--- src/rtl/qrs_pkg.sv ---
`timescale 1ns / 1ps

package qrs_pkg;

    // Fraction bits of the reported roots
    localparam int OUT_FRAC = 16;

    // Solution kind codes
    localparam logic [2:0] KIND_TWO      = 3'd0;
    localparam logic [2:0] KIND_DOUBLE   = 3'd1;
    localparam logic [2:0] KIND_NO_REAL  = 3'd2;
    localparam logic [2:0] KIND_LINEAR   = 3'd3;
    localparam logic [2:0] KIND_INFINITE = 3'd4;
    localparam logic [2:0] KIND_NONE     = 3'd5;

    // Command to the shared step unit
    typedef struct packed {
        logic start;
        logic sqrt_mode;
    } qrs_step_ctl_t;

    function automatic int max_int(input int x, input int y);
        return (x > y) ? x : y;
    endfunction

endpackage

--- src/rtl/qrs_step_unit.sv ---
`timescale 1ns / 1ps

module qrs_step_unit #(
    parameter int COEF_WIDTH = 16,
    localparam int NW   = COEF_WIDTH + qrs_pkg::OUT_FRAC + 2,
    localparam int AW   = qrs_pkg::max_int(NW, 33),
    localparam int OW   = qrs_pkg::max_int(2 * COEF_WIDTH + 2, NW),
    localparam int DW   = COEF_WIDTH + 1,
    localparam int CNTW = $clog2(NW + 1)
) (
    input  logic                 clk,
    input  logic                 rst_n,
    input  qrs_pkg::qrs_step_ctl_t ctl,
    input  logic [OW-1:0]        opnd_in,
    input  logic [DW-1:0]        den_in,
    input  logic [CNTW-1:0]      steps,
    output logic                 done,
    output logic [AW-1:0]        acc
);

    localparam int SW = COEF_WIDTH + 4;

    logic            busy_reg, busy_next;
    logic            done_reg, done_next;
    logic            mode_reg, mode_next;
    logic [CNTW-1:0] cnt_reg, cnt_next;
    logic [SW-1:0]   rem_reg, rem_next;
    logic [AW-1:0]   acc_reg, acc_next;
    logic [OW-1:0]   opnd_reg, opnd_next;
    logic [DW-1:0]   den_reg, den_next;

    logic [SW-1:0]   sub_x;
    logic [SW-1:0]   sub_y;
    logic [SW:0]     sub_d;
    logic            sub_ge;
    logic [OW-1:0]   opnd_shift;

    // Select operands of the shared subtractor: root digit trial or quotient bit trial
    always_comb
    begin
        if (mode_reg)
        begin
            sub_x      = {rem_reg[SW-3:0], opnd_reg[OW-1 -: 2]};
            sub_y      = {acc_reg[SW-3:0], 2'b01};
            opnd_shift = opnd_reg << 2;
        end
        else
        begin
            sub_x      = {rem_reg[SW-2:0], opnd_reg[OW-1]};
            sub_y      = SW'(den_reg);
            opnd_shift = opnd_reg << 1;
        end
        sub_d  = {1'b0, sub_x} - {1'b0, sub_y};
        sub_ge = ~sub_d[SW];
    end

    // Load on start, then advance one bit of result per cycle
    always_comb
    begin
        busy_next = busy_reg;
        done_next = 1'b0;
        mode_next = mode_reg;
        cnt_next  = cnt_reg;
        rem_next  = rem_reg;
        acc_next  = acc_reg;
        opnd_next = opnd_reg;
        den_next  = den_reg;
        if (ctl.start)
        begin
            busy_next = 1'b1;
            mode_next = ctl.sqrt_mode;
            cnt_next  = steps;
            rem_next  = '0;
            acc_next  = '0;
            opnd_next = opnd_in;
            den_next  = den_in;
        end
        else if (busy_reg)
        begin
            rem_next  = sub_ge ? sub_d[SW-1:0] : sub_x;
            acc_next  = {acc_reg[AW-2:0], sub_ge};
            opnd_next = opnd_shift;
            cnt_next  = cnt_reg - CNTW'(1);
            if (cnt_reg == CNTW'(1))
            begin
                busy_next = 1'b0;
                done_next = 1'b1;
            end
        end
    end

    always_ff @(posedge clk or negedge rst_n)
    begin
        if (!rst_n)
        begin
            busy_reg <= 1'b0;
            done_reg <= 1'b0;
            mode_reg <= 1'b0;
            cnt_reg  <= '0;
        end
        else
        begin
            busy_reg <= busy_next;
            done_reg <= done_next;
            mode_reg <= mode_next;
            cnt_reg  <= cnt_next;
        end
    end

    always_ff @(posedge clk)
    begin
        rem_reg  <= rem_next;
        acc_reg  <= acc_next;
        opnd_reg <= opnd_next;
        den_reg  <= den_next;
    end

    assign done = done_reg;
    assign acc  = acc_reg;

endmodule

--- src/rtl/quadratic_root_solver_core.sv ---
`timescale 1ns / 1ps

// Quadratic root solver: a*x^2 + b*x + c = 0 on signed fixed-point coefficients.
// Input channel (in_valid/in_ready) carries coef_a, coef_b, coef_c, all on one scale.
// Output channel (out_valid/out_ready) carries solution_kind, root_plus, root_minus
// (signed Q16.16, saturated) and root_saturated, one result item per input item.
// The work after accept depends on the solution kind: a square root and two long
// divisions for two real roots, a square root and one division for a double root, one
// division for a linear equation, and neither when a and b are zero or with no real root.
// The work is done by one shared subtract unit that runs the bit-serial square root
// (one root bit a cycle) and each long division (one quotient bit a cycle), in turn.
// One item is worked on at a time; in_ready is high only while the sequencer is idle,
// so a new item is not accepted until the last one has left the sequencer.
// A finished result sits in an output register; the next item is accepted and worked
// on while it waits, and the sequencer holds its finished item until the register
// is taken when out_ready stays low.
// Reset clears the sequencer and out_valid; the block is then idle and ready.

module quadratic_root_solver_core #(
    parameter int COEF_WIDTH = 16
) (
    input  logic                         clk,
    input  logic                         rst_n,
    input  logic                         in_valid,
    output logic                         in_ready,
    input  logic signed [COEF_WIDTH-1:0] coef_a,
    input  logic signed [COEF_WIDTH-1:0] coef_b,
    input  logic signed [COEF_WIDTH-1:0] coef_c,
    output logic                         out_valid,
    input  logic                         out_ready,
    output logic [2:0]                   solution_kind,
    output logic signed [31:0]           root_plus,
    output logic signed [31:0]           root_minus,
    output logic                         root_saturated
);

    localparam int W    = COEF_WIDTH;
    localparam int NW   = W + qrs_pkg::OUT_FRAC + 2;
    localparam int AW   = qrs_pkg::max_int(NW, 33);
    localparam int OW   = qrs_pkg::max_int(2 * W + 2, NW);
    localparam int DW   = W + 1;
    localparam int CNTW = $clog2(NW + 1);
    localparam int DSW  = 2 * W + 3;
    localparam int RNW  = W + 3;

    localparam logic [3:0] S_IDLE    = 4'd0;
    localparam logic [3:0] S_MULB    = 4'd1;
    localparam logic [3:0] S_MULAC   = 4'd2;
    localparam logic [3:0] S_DISC    = 4'd3;
    localparam logic [3:0] S_CLASS   = 4'd4;
    localparam logic [3:0] S_SQRT    = 4'd5;
    localparam logic [3:0] S_DIVP_GO = 4'd6;
    localparam logic [3:0] S_DIVP    = 4'd7;
    localparam logic [3:0] S_DIVM_GO = 4'd8;
    localparam logic [3:0] S_DIVM    = 4'd9;
    localparam logic [3:0] S_DONE    = 4'd10;

    logic [3:0]            state_reg, state_next;
    logic                  out_valid_reg, out_valid_next;

    logic signed [W-1:0]   a_reg, a_next;
    logic signed [W-1:0]   b_reg, b_next;
    logic signed [W-1:0]   c_reg, c_next;
    logic signed [DSW-1:0] disc_reg, disc_next;
    logic [2*W-1:0]        prod_reg, prod_next;
    logic [W:0]            sq_reg, sq_next;
    logic [2:0]            kind_reg, kind_next;
    logic [31:0]           rp_reg, rp_next;
    logic [31:0]           rm_reg, rm_next;
    logic                  sat_reg, sat_next;
    logic                  neg_reg, neg_next;

    logic [2:0]            out_kind_reg, out_kind_next;
    logic [31:0]           out_rp_reg, out_rp_next;
    logic [31:0]           out_rm_reg, out_rm_next;
    logic                  out_sat_reg, out_sat_next;

    logic [W-1:0]          mag_a;
    logic [W-1:0]          mag_b;
    logic [W-1:0]          mag_c;
    logic [W-1:0]          mul_x;
    logic [W-1:0]          mul_y;
    logic [2*W-1:0]        mul_p;
    logic [DSW-1:0]        prod4;

    logic signed [RNW-1:0] b_ext;
    logic signed [RNW-1:0] sq_ext;
    logic signed [RNW-1:0] num_p;
    logic signed [RNW-1:0] num_m;
    logic signed [RNW-1:0] num_sel;
    logic [RNW-1:0]        num_mag;

    qrs_pkg::qrs_step_ctl_t step_ctl;
    logic [OW-1:0]         step_opnd;
    logic [DW-1:0]         step_den;
    logic [CNTW-1:0]       step_cnt;
    logic                  step_done;
    logic [AW-1:0]         step_acc;

    logic                  q_pos_over;
    logic                  q_neg_over;
    logic [31:0]           q_val;
    logic                  q_sat;

    // Coefficient magnitudes
    assign mag_a = a_reg[W-1] ? W'(-a_reg) : W'(a_reg);
    assign mag_b = b_reg[W-1] ? W'(-b_reg) : W'(b_reg);
    assign mag_c = c_reg[W-1] ? W'(-c_reg) : W'(c_reg);

    // Shared multiplier: b*b first, then a*c
    assign mul_x = (state_reg == S_MULB) ? mag_b : mag_a;
    assign mul_y = (state_reg == S_MULB) ? mag_b : mag_c;
    assign mul_p = {{W{1'b0}}, mul_x} * {{W{1'b0}}, mul_y};
    assign prod4 = {1'b0, prod_reg, 2'b00};

    // Root numerators -b + sqrt(D) and -b - sqrt(D)
    assign b_ext   = {{3{b_reg[W-1]}}, b_reg};
    assign sq_ext  = {2'b00, sq_reg};
    assign num_p   = sq_ext - b_ext;
    assign num_m   = -sq_ext - b_ext;
    assign num_sel = (state_reg == S_DIVP_GO) ? num_p : num_m;
    assign num_mag = num_sel[RNW-1] ? RNW'(-num_sel) : RNW'(num_sel);

    // Clip the quotient to 32-bit signed and apply the sign
    always_comb
    begin
        q_pos_over = step_acc > AW'(33'h0_7FFF_FFFF);
        q_neg_over = step_acc > AW'(33'h0_8000_0000);
        if (neg_reg)
        begin
            q_sat = q_neg_over;
            q_val = q_neg_over ? 32'h8000_0000 : (32'd0 - step_acc[31:0]);
        end
        else
        begin
            q_sat = q_pos_over;
            q_val = q_pos_over ? 32'h7FFF_FFFF : step_acc[31:0];
        end
    end

    // Sequencer
    always_comb
    begin
        state_next     = state_reg;
        out_valid_next = out_valid_reg;
        a_next         = a_reg;
        b_next         = b_reg;
        c_next         = c_reg;
        disc_next      = disc_reg;
        prod_next      = prod_reg;
        sq_next        = sq_reg;
        kind_next      = kind_reg;
        rp_next        = rp_reg;
        rm_next        = rm_reg;
        sat_next       = sat_reg;
        neg_next       = neg_reg;
        out_kind_next  = out_kind_reg;
        out_rp_next    = out_rp_reg;
        out_rm_next    = out_rm_reg;
        out_sat_next   = out_sat_reg;
        step_ctl       = '0;
        step_opnd      = '0;
        step_den       = '0;
        step_cnt       = CNTW'(NW);

        // Drop the output item once taken
        if (out_valid_reg && out_ready)
        begin
            out_valid_next = 1'b0;
        end

        case (state_reg)
            S_IDLE:
            begin
                if (in_valid)
                begin
                    a_next     = coef_a;
                    b_next     = coef_b;
                    c_next     = coef_c;
                    state_next = S_MULB;
                end
            end
            S_MULB:
            begin
                rp_next  = '0;
                rm_next  = '0;
                sat_next = 1'b0;
                if (a_reg == '0)
                begin
                    if (b_reg == '0)
                    begin
                        kind_next  = (c_reg == '0) ? qrs_pkg::KIND_INFINITE
                                                   : qrs_pkg::KIND_NONE;
                        state_next = S_DONE;
                    end
                    else
                    begin
                        // Linear root -c/b
                        kind_next          = qrs_pkg::KIND_LINEAR;
                        neg_next           = (c_reg != '0) && (c_reg[W-1] == b_reg[W-1]);
                        step_ctl.start     = 1'b1;
                        step_ctl.sqrt_mode = 1'b0;
                        step_opnd          = OW'({mag_c, {qrs_pkg::OUT_FRAC{1'b0}}})
                                             << (OW - NW);
                        step_den           = {1'b0, mag_b};
                        step_cnt           = CNTW'(NW);
                        state_next         = S_DIVP;
                    end
                end
                else
                begin
                    disc_next  = DSW'(mul_p);
                    state_next = S_MULAC;
                end
            end
            S_MULAC:
            begin
                prod_next  = mul_p;
                state_next = S_DISC;
            end
            S_DISC:
            begin
                if (a_reg[W-1] != c_reg[W-1])
                begin
                    disc_next = disc_reg + $signed(prod4);
                end
                else
                begin
                    disc_next = disc_reg - $signed(prod4);
                end
                state_next = S_CLASS;
            end
            S_CLASS:
            begin
                if (disc_reg[DSW-1])
                begin
                    kind_next  = qrs_pkg::KIND_NO_REAL;
                    state_next = S_DONE;
                end
                else
                begin
                    kind_next          = (disc_reg == '0) ? qrs_pkg::KIND_DOUBLE
                                                          : qrs_pkg::KIND_TWO;
                    step_ctl.start     = 1'b1;
                    step_ctl.sqrt_mode = 1'b1;
                    step_opnd          = OW'(disc_reg[2*W+1:0]) << (OW - (2 * W + 2));
                    step_cnt           = CNTW'(W + 1);
                    state_next         = S_SQRT;
                end
            end
            S_SQRT:
            begin
                if (step_done)
                begin
                    sq_next    = step_acc[W:0];
                    state_next = S_DIVP_GO;
                end
            end
            S_DIVP_GO, S_DIVM_GO:
            begin
                neg_next           = num_sel[RNW-1] != a_reg[W-1];
                step_ctl.start     = 1'b1;
                step_ctl.sqrt_mode = 1'b0;
                step_opnd          = OW'({num_mag[RNW-2:0], {qrs_pkg::OUT_FRAC{1'b0}}})
                                     << (OW - NW);
                step_den           = {mag_a, 1'b0};
                step_cnt           = CNTW'(NW);
                state_next         = (state_reg == S_DIVP_GO) ? S_DIVP : S_DIVM;
            end
            S_DIVP:
            begin
                if (step_done)
                begin
                    rp_next    = q_val;
                    sat_next   = sat_reg | q_sat;
                    state_next = (kind_reg == qrs_pkg::KIND_TWO) ? S_DIVM_GO : S_DONE;
                end
            end
            S_DIVM:
            begin
                if (step_done)
                begin
                    rm_next    = q_val;
                    sat_next   = sat_reg | q_sat;
                    state_next = S_DONE;
                end
            end
            S_DONE:
            begin
                // Hold until the output register is free
                if (!out_valid_reg || out_ready)
                begin
                    out_kind_next  = kind_reg;
                    out_rp_next    = rp_reg;
                    out_rm_next    = rm_reg;
                    out_sat_next   = sat_reg;
                    out_valid_next = 1'b1;
                    state_next     = S_IDLE;
                end
            end
            default:
            begin
                state_next = S_IDLE;
            end
        endcase
    end

    always_ff @(posedge clk or negedge rst_n)
    begin
        if (!rst_n)
        begin
            state_reg     <= S_IDLE;
            out_valid_reg <= 1'b0;
        end
        else
        begin
            state_reg     <= state_next;
            out_valid_reg <= out_valid_next;
        end
    end

    always_ff @(posedge clk)
    begin
        a_reg        <= a_next;
        b_reg        <= b_next;
        c_reg        <= c_next;
        disc_reg     <= disc_next;
        prod_reg     <= prod_next;
        sq_reg       <= sq_next;
        kind_reg     <= kind_next;
        rp_reg       <= rp_next;
        rm_reg       <= rm_next;
        sat_reg      <= sat_next;
        neg_reg      <= neg_next;
        out_kind_reg <= out_kind_next;
        out_rp_reg   <= out_rp_next;
        out_rm_reg   <= out_rm_next;
        out_sat_reg  <= out_sat_next;
    end

    qrs_step_unit #(
        .COEF_WIDTH (COEF_WIDTH)
    ) u_step (
        .clk     (clk),
        .rst_n   (rst_n),
        .ctl     (step_ctl),
        .opnd_in (step_opnd),
        .den_in  (step_den),
        .steps   (step_cnt),
        .done    (step_done),
        .acc     (step_acc)
    );

    assign in_ready       = (state_reg == S_IDLE);
    assign out_valid      = out_valid_reg;
    assign solution_kind  = out_kind_reg;
    assign root_plus      = out_rp_reg;
    assign root_minus     = out_rm_reg;
    assign root_saturated = out_sat_reg;

endmodule

--- config.mk ---
export PLATFORM = sky130hd
export DESIGN_NAME = quadratic_root_solver_core
export DESIGN_NICKNAME = d
export VERILOG_FILES = /design/src/rtl/qrs_pkg.sv /design/src/rtl/qrs_step_unit.sv /design/src/rtl/quadratic_root_solver_core.sv
export SDC_FILE = /design/constraint.sdc
export NUM_CORES = 1
export LEC_CHECK = 0
export BUFFER_PORTS_ARGS = -buffer_cell sky130_fd_sc_hd__buf_2
export CAP_MARGIN = 20
export CORE_AREA = 2 2 235 237
export CTS_BUF_LIST = sky130_fd_sc_hd__clkbuf_8
export DETAILED_ROUTE_END_ITERATION = 8
export DIE_AREA = 0 0 237 239
export GPL_TIMING_DRIVEN = 0
export PLACE_DENSITY = 0.79
export SKIP_CTS_REPAIR_TIMING = 1
export SLEW_MARGIN = 15
export SYNTH_ARGS = -nofsm -noshare
export SYNTH_HDL_FRONTEND = slang
export SYNTH_HIERARCHICAL = 1
export SYNTH_SLANG_ARGS = --single-unit
--- constraint.sdc ---
create_clock -name clk -period 7.9 [get_ports clk]
set_input_delay 1.58 -clock clk [delete_from_list [all_inputs] [get_ports clk]]
set_output_delay 1.58 -clock clk [all_outputs]
set_load 0.01 [all_outputs]
==> impl_results.rst, run 1 <==
.. list-table::
   :header-rows: 1

   * - Metric
     - Value
   * - Buffers and inverters on the worst path
     - 4
   * - Seq/Total Area, Yosys
     - between 30% and 40%
   * - Yosys Warn Count
     - 6
   * - Data arrival, critical path
     - 9.05 ns
   * - Top Ports
     - 122
   * - CP max-delay cell
     - fa_1
   * - Gr usage total
     - 32.6%
   * - Kind of cell adding the most delay to the critical path
     - adder cells
   * - Setup skew after layout
     - 0.0511 ns
   * - Biggest area consumer among synthesized cells
     - edfxtp_1
   * - Average wire per cell in the routed design
     - about 22 microns
   * - Fin. max-slew vios
     - 0
   * - Post-synth EDFFs
     - 320
   * - Slowest Stage Delay on Critical Path
     - between 0.5 and 0.6 ns
   * - Area share of the largest cell type after synthesis
     - 30.3%
   * - Post-Layout Inst Area
     - between 0.03 and 0.04 sq mm
   * - Largest buffer count on any clock path
     - 3
   * - Setup repair after global routing missed its margin
     - yes
   * - Routed length on met1
     - roughly 36000 microns
   * - Met3 layer wire length in the routed design
     - a little over 8000 microns
   * - Most used flip-flop cell after synthesis
     - edfxtp_1
   * - Utilization of the core after routing
     - approximately 66%
   * - Violations in the final reports
     - design-rule violations, negative setup slack
   * - Filler Cells Inserted
     - approximately 4200
   * - Share of final-layout standard cells stronger than drive strength 1
     - ~14%
   * - Drt initial violations
     - around 2500
   * - Top cell by count, worst path
     - fa_1
   * - Width of the die
     - 237 microns
   * - Most area-consuming cells after synthesis
     - edfxtp_1 30%, fa_1 12%, ha_1 8.5%
   * - Core area
     - around 0.054 sq mm
   * - Htree depth
     - 3
   * - Area delta synth->final
     - 13.2%
   * - Cell Area, Placed
     - ~0.033 sq mm
   * - CTS Root Cell
     - clkbuf_8
   * - Final critical delay including setup and external delays
     - ~8.6 ns
   * - Count of port buffers added during placement
     - 121
   * - Post-route DRC violation count
     - 2
   * - Max cap viols
     - 0
   * - Hold Violations, Final
     - 0
   * - First-pass GRT wire length
     - ~140000 microns
   * - Path class of the lowest-slack min-delay path
     - reg2reg
   * - Post-Route WL
     - between 90000 and 100000 microns
   * - Via count
     - between 20000 and 30000
   * - Initial core utilization
     - 58.4%
   * - Mapped Avg Cell Area
     - approximately 9.5 sq um
   * - Clk sinks
     - between 300 and 400
   * - CP max FO
     - 7
   * - Flip-flop count of the largest register after layout
     - 35
   * - Result of the run
     - finished with violations
   * - DPL Wire Length
     - between 70000 and 80000 microns
   * - Iteration count of the initial detailed-routing pass
     - 8
   * - Data required time at the worst endpoint
     - 8.33 ns
   * - Wire length on met2
     - between 40000 and 50000 microns
   * - Clock transition at path regs
     - roughly 0.070 ns
   * - Clock tree from TritonCTS
     - yes
   * - Average vias per placed instance
     - between 6 and 7
   * - Start-to-end type of the worst setup path
     - reg2reg
   * - Max transition margin
     - between 10% and 20%
   * - Number of cells produced by synthesis
     - 3325
   * - Fin nets
     - about 4000
   * - Post-Syn Area
     - 0.0317 sq mm
   * - Total number of placement rows
     - 86
   * - Vias in the first global route
     - approximately 25000
   * - Total CTS buffers
     - around 70
   * - Yosys reg bits
     - a little under 400
   * - Transition at the pin with the smallest max-transition slack
     - 1.21 ns
   * - Fraction of registers with async set/reset
     - under 10%
   * - Setup crit end kind
     - flip-flop
   * - Height of the die
     - 239 microns
   * - Synth unique cells
     - ~110
   * - Antenna-violating nets left
     - 0
   * - Worst skew pair latency
     - just under 0.7 ns
   * - Initial antenna violation count
     - 3
   * - Post-route clock period utilization
     - 109%
   * - Largest net degree at the start of global routing
     - 66
   * - Total congestion overflow after global routing
     - 0
   * - Die Area
     - 0.0566 sq mm
   * - Weighted congestion reported at the end of routability-driven placement
     - between 1 and 1.5
   * - Element type at the critical path start
     - flip-flop
   * - Maximum clock frequency
     - 116 MHz
   * - Number of failing setup endpoints in the final timing report
     - 21
   * - Final WS setup
     - -0.721 ns
   * - Top Layer Used
     - met5
cells in the mapped netlist, drive strengths merged, types with 6 or more instances:
master	instances
a2111oi	6
a211oi	24
a21o	46
a21oi	114
a311oi	10
a31oi	26
and2	75
and3	33
buf	30
clkbuf	101
dfrtp	14
dfxtp	53
edfxtp	320
fa	198
ha	215
inv	350
mux2	22
mux2i	97
nand2	386
nand2b	31
nand3	46
nand4	18
nor2	314
nor2b	47
nor3	50
nor3b	6
nor4	32
o211ai	16
o21a	23
o21ai	191
o21bai	17
o221ai	14
o22ai	18
o311ai	31
o31ai	24
o41ai	13
or2	16
or3	28
or4	11
xnor2	105
xor2	74
kinds of logic (layout without fill, tap and decap cells):
| logic type | after synthesis | in the layout | share of synthesized area, % |
|---|---|---|---|
| simple gates | 1110 | 1111 | 16.4 |
| compound gates | 631 | 631 | 13.2 |
| buf+inv | 485 | 775 | 5.90 |
| fa+ha+maj | 413 | 413 | 21.0 |
| flops | 387 | 387 | 34.7 |
| xor+xnor | 179 | 179 | 4.94 |
| mux | 119 | 119 | 3.84 |
| other cells | 1 | 4 | 0.0118 |
worst paths after layout:
check | from | to | slack [ns] | cells past startpoint
setup / recovery | a_reg[1] | disc_reg[31] | -0.72 | 30
hold / removal | rp_reg[29] | root_plus[29] | 0.39 | 0
setup reg to reg | a_reg[1] | disc_reg[31] | -0.72 | 30
hold reg to reg | rp_reg[29] | root_plus[29] | 0.39 | 0
max in group asynchronous | rst_n | state_reg[0] | 6.77 | 1
min in group asynchronous | rst_n | u_step/cnt_reg[2] | 0.82 | 1
final cells by class:
type	count	area, sq um	area share [%]
Buffer	116	523	1.46
Inverter	354	1330	3.71
Multi-Input combinational cell	2455	19600	54.6
Clock buffer	72	991	2.76
Antenna cell	2	5.00	0.0139
Tap cell	704	881	2.45
Clock inverter	49	370	1.03
Sequential cell	387	11000	30.7
Timing Repair Buffer	184	1210	3.36
layout by cell type (no fill, tap or decap), drive strengths merged, types with 50 or more instances in the layout:
master and count:
nand2 386, inv 375, o21ai 191, and2 75, a21oi 114, ha 215
clkbuf 156, fa 198, xor2 74, buf 216, edfxtp 320, xnor2 105
dfxtp 53, nor2 315, mux2i 97, nor3 50
per-stage QoR:
step / hold WS (ns) / TNS (ns) / setup slack (ns) / cells
floorplan: 0.400 / 0 / 0.000982 / 3326
global placement: 0.401 / -37.39 / -1.73 / 4151
detailed placement: 0.405 / -39.83 / -1.74 / 4155
CTS: 0.395 / -40.41 / -1.77 / 4276
global route: 0.403 / -9.55 / -0.881 / 4322
finish: 0.395 / -5.77 / -0.721 / 4323
layer usage:
metal | up-vias | GRT usage (%)
met5 | - | 0
li1 | 12000 | -
met1 | 12700 | 42.0
met2 | 1388 | 53.4
met4 | 2 | 17.2
met3 | 284 | 5.25
Power of run 1 is not shown: default switching activity piles up to over one toggle a cycle in this logic, so the estimate is an artifact.
==> run 2, diff against run 1 <==
- CORE_AREA: 2 2 235 237 -> 2 2 224 226
- DIE_AREA: 0 0 237 239 -> 0 0 226 228
- PLACE_DENSITY: 0.79 -> 0.83
- clock period: 7.9 -> 10.3 ns (I/O delays scaled with it)
==> run 2 against run 1 <==
Against the previous run:
- the run now ends clean
- register-to-register slack improved by 1.2 ns
- cell count fell by 1.9%
- sequential cell count did not move
- setup slack improved by 1.2 ns
- first-iteration DRC count rose by 8.1%
- worst hold slack improved by 0.011 ns
- highest routed layer is now met4
==> impl_results.rst, run 2 (synthesis results as in run 1) <==
.. list-table::
   :header-rows: 1

   * - Metric
     - Value
   * - Result of the run
     - completed
   * - Weighted congestion reported at the end of routability-driven placement
     - 1.02 (+0.45%)
   * - Width of the die
     - 226 microns (-4.6%)
   * - CTS Root Cell
     - clkbuf_8
   * - Top Ports
     - 122 (unchanged)
   * - Drt initial violations
     - 2739 (+8.1%)
   * - Htree depth
     - 3 (unchanged)
   * - DPL Wire Length
     - 70000 microns (-3.9%)
   * - Post-Layout Cell Count
     - 4239 (-1.9%)
   * - CP max FO
     - 10 (+3)
   * - Depth of the worst register-to-register path
     - 28 (-6.7%)
   * - Register area
     - 0.0110 sq mm (about the same)
   * - Hold Violations, Final
     - 0 (unchanged)
   * - Transition at the pin with the smallest max-transition slack
     - 1.24 ns (+0.0291 ns)
   * - Clock tree from TritonCTS
     - yes
   * - Fin nets
     - 3982 (-1.2%)
   * - Post-Route WL
     - 89500 microns (-5.1%)
   * - Height of the die
     - 228 microns (-4.6%)
   * - Average wire per cell in the routed design
     - 21.1 microns (-3.2%)
   * - Setup skew after layout
     - 0.0459 ns (-0.00517 ns)
   * - Start-to-end type of the worst setup path
     - reg2reg
   * - Max cap viols
     - 0 (unchanged)
   * - Total congestion overflow after global routing
     - 0 (unchanged)
   * - Hold-critical path depth
     - 0 (unchanged)
   * - Max transition margin
     - 17.6% (-1.6 points)
   * - Area of the multi-input gates
     - 0.0189 sq mm (-3.7%)
   * - Setup repair after global routing missed its margin
     - no
   * - Setup crit end kind
     - flip-flop
   * - Final WS setup
     - 0.518 ns (+1.24 ns)
   * - Highest-count cells in the layout ignoring fill and taps
     - 383 x nand2_1, 364 x inv_1, 320 x edfxtp_1
   * - Path class of the lowest-slack min-delay path
     - reg2reg
   * - Most common library cell in the layout ignoring fill and taps
     - nand2_1
   * - Post-Layout Inst Area
     - 0.0346 sq mm (-3.8%)
   * - Worst R2R Setup Slack
     - 0.52 ns (+1.24 ns)
   * - Largest net degree at the start of global routing
     - 66 (unchanged)
   * - Sum of negative setup slack
     - 0 ns (+5.77 ns)
   * - Worst skew pair latency
     - 0.68 ns (about the same)
   * - Clk sinks
     - 387 (unchanged)
   * - Average vias per placed instance
     - 6.19 (+1.4%)
   * - CP max-delay cell
     - a21boi_1
   * - Initial antenna violation count
     - 0 (-3)
   * - Initial core utilization
     - 64.3% (+5.9 points)
   * - Element type at the critical path start
     - flip-flop
   * - Total number of placement rows
     - 82 (-4.7%)
   * - Via count
     - 26300 (-0.57%)
   * - Post-route clock period utilization
     - 95.0% (-14 points)
   * - Core area
     - 0.0493 sq mm (-9.2%)
   * - Placed Instances
     - 4121 (-0.82%)
   * - Cell Area, Placed
     - 0.0333 sq mm (-0.43%)
   * - Flip-flop count of the largest register after layout
     - 35 (unchanged)
   * - Area delta synth->final
     - 8.95%
   * - Top cell by count, worst path
     - fa_1
   * - Die Area
     - 0.0515 sq mm (-9.0%)
   * - Fin. max-slew vios
     - 0 (unchanged)
   * - Data arrival, critical path
     - 10.17 ns (+1.12 ns)
   * - Antenna-violating nets left
     - 0 (unchanged)
   * - Slowest Stage Delay on Critical Path
     - 0.71 ns (+0.12 ns)
   * - Data required time at the worst endpoint
     - 10.69 ns (+2.36 ns)
   * - Maximum clock frequency
     - 102 MHz (-12%)
   * - First-pass GRT wire length
     - 139000 microns (-1.8%)
   * - Share of final-layout standard cells stronger than drive strength 1
     - 8.95% (-5.5 points)
   * - Total CTS buffers
     - 66 (-2.9%)
   * - Number of failing setup endpoints in the final timing report
     - 0 (-100%)
   * - Vias in the first global route
     - 25500 (+1.7%)
   * - Post-route DRC violation count
     - 0 (-2)
   * - Worst slack at placement
     - 0.346 ns (+2.09 ns)
   * - Iteration count of the initial detailed-routing pass
     - 8 (unchanged)
   * - Final critical delay including setup and external delays
     - 9.78 ns (+1.16 ns)
   * - Gr usage total
     - 35.2% (+2.6 points)
   * - Largest buffer count on any clock path
     - 3 (unchanged)
   * - Filler Cells Inserted
     - 3769 (-11%)
   * - Clock transition at path regs
     - 0.06 ns (about the same)
   * - Count of port buffers added during placement
     - 121 (unchanged)
[run 2: cell count changes in the layout (fill, tap and decap cells not counted), moves of 15 or more]
cell,before,now
o21ai_0,157,173
buf_4,54,2
a21oi_1,96,112
clkbuf_2,16,1
clkbuf_1,67,100
nand2_1,365,383
[run 2: metrics by stage]
stage	hold slack [ns]	util (%)
after global routing	0.409	70.1
after global placement	0.400	67.3
after detailed placement	0.405	67.4
after floorplan	0.400	-
final	0.406	70.1
after CTS	0.398	70.0
[run 2: path summary, 6_finish.rpt]
check,start,endpoint
min,rp_reg[4],root_plus[4]
min in group asynchronous,rst_n,state_reg[2]
min reg2reg,rp_reg[4],root_plus[4]
max reg2reg,state_reg[0],disc_reg[31]
max in group asynchronous,rst_n,u_step/cnt_reg[3]
max,state_reg[0],disc_reg[31]
[run 2: critical path: cells and delay by family (launching register included)]
family	cells	cell delay, ns
AO/OA/AOI/OAI	9	2.67
XOR/XNOR	1	0.16
adder cells (fa/ha/maj)	7	3.52
buffers and inverters	7	1.78
flip-flops	1	0.34
multiplexers	1	0.27
AND/OR/NAND/NOR	3	0.76
[run 2: final cells by class]
class | instances | share of cell area, %
inverter | 354 | 3.84
sequential | 387 | 31.9
tap | 672 | 2.43
antenna | 1 | 0.00724
clock inverter | 50 | 1.10
clock buffer | 67 | 2.67
multi-input combinational | 2454 | 54.6
timing repair buffer | 123 | 1.89
buffer | 131 | 1.57
[run 2: layer usage]
layer | routed length (microns) | vias to the layer above | global-route usage, %
met4 | 5600 | 0 | 20.0
met5 | 0 | - | 0
met3 | 9480 | 336 | 8.32
met2 | 41000 | 1551 | 55.8
met1 | 33400 | 12400 | 44.4
li1 | - | 12000 | -
Power of run 2 is left out for the same reason.
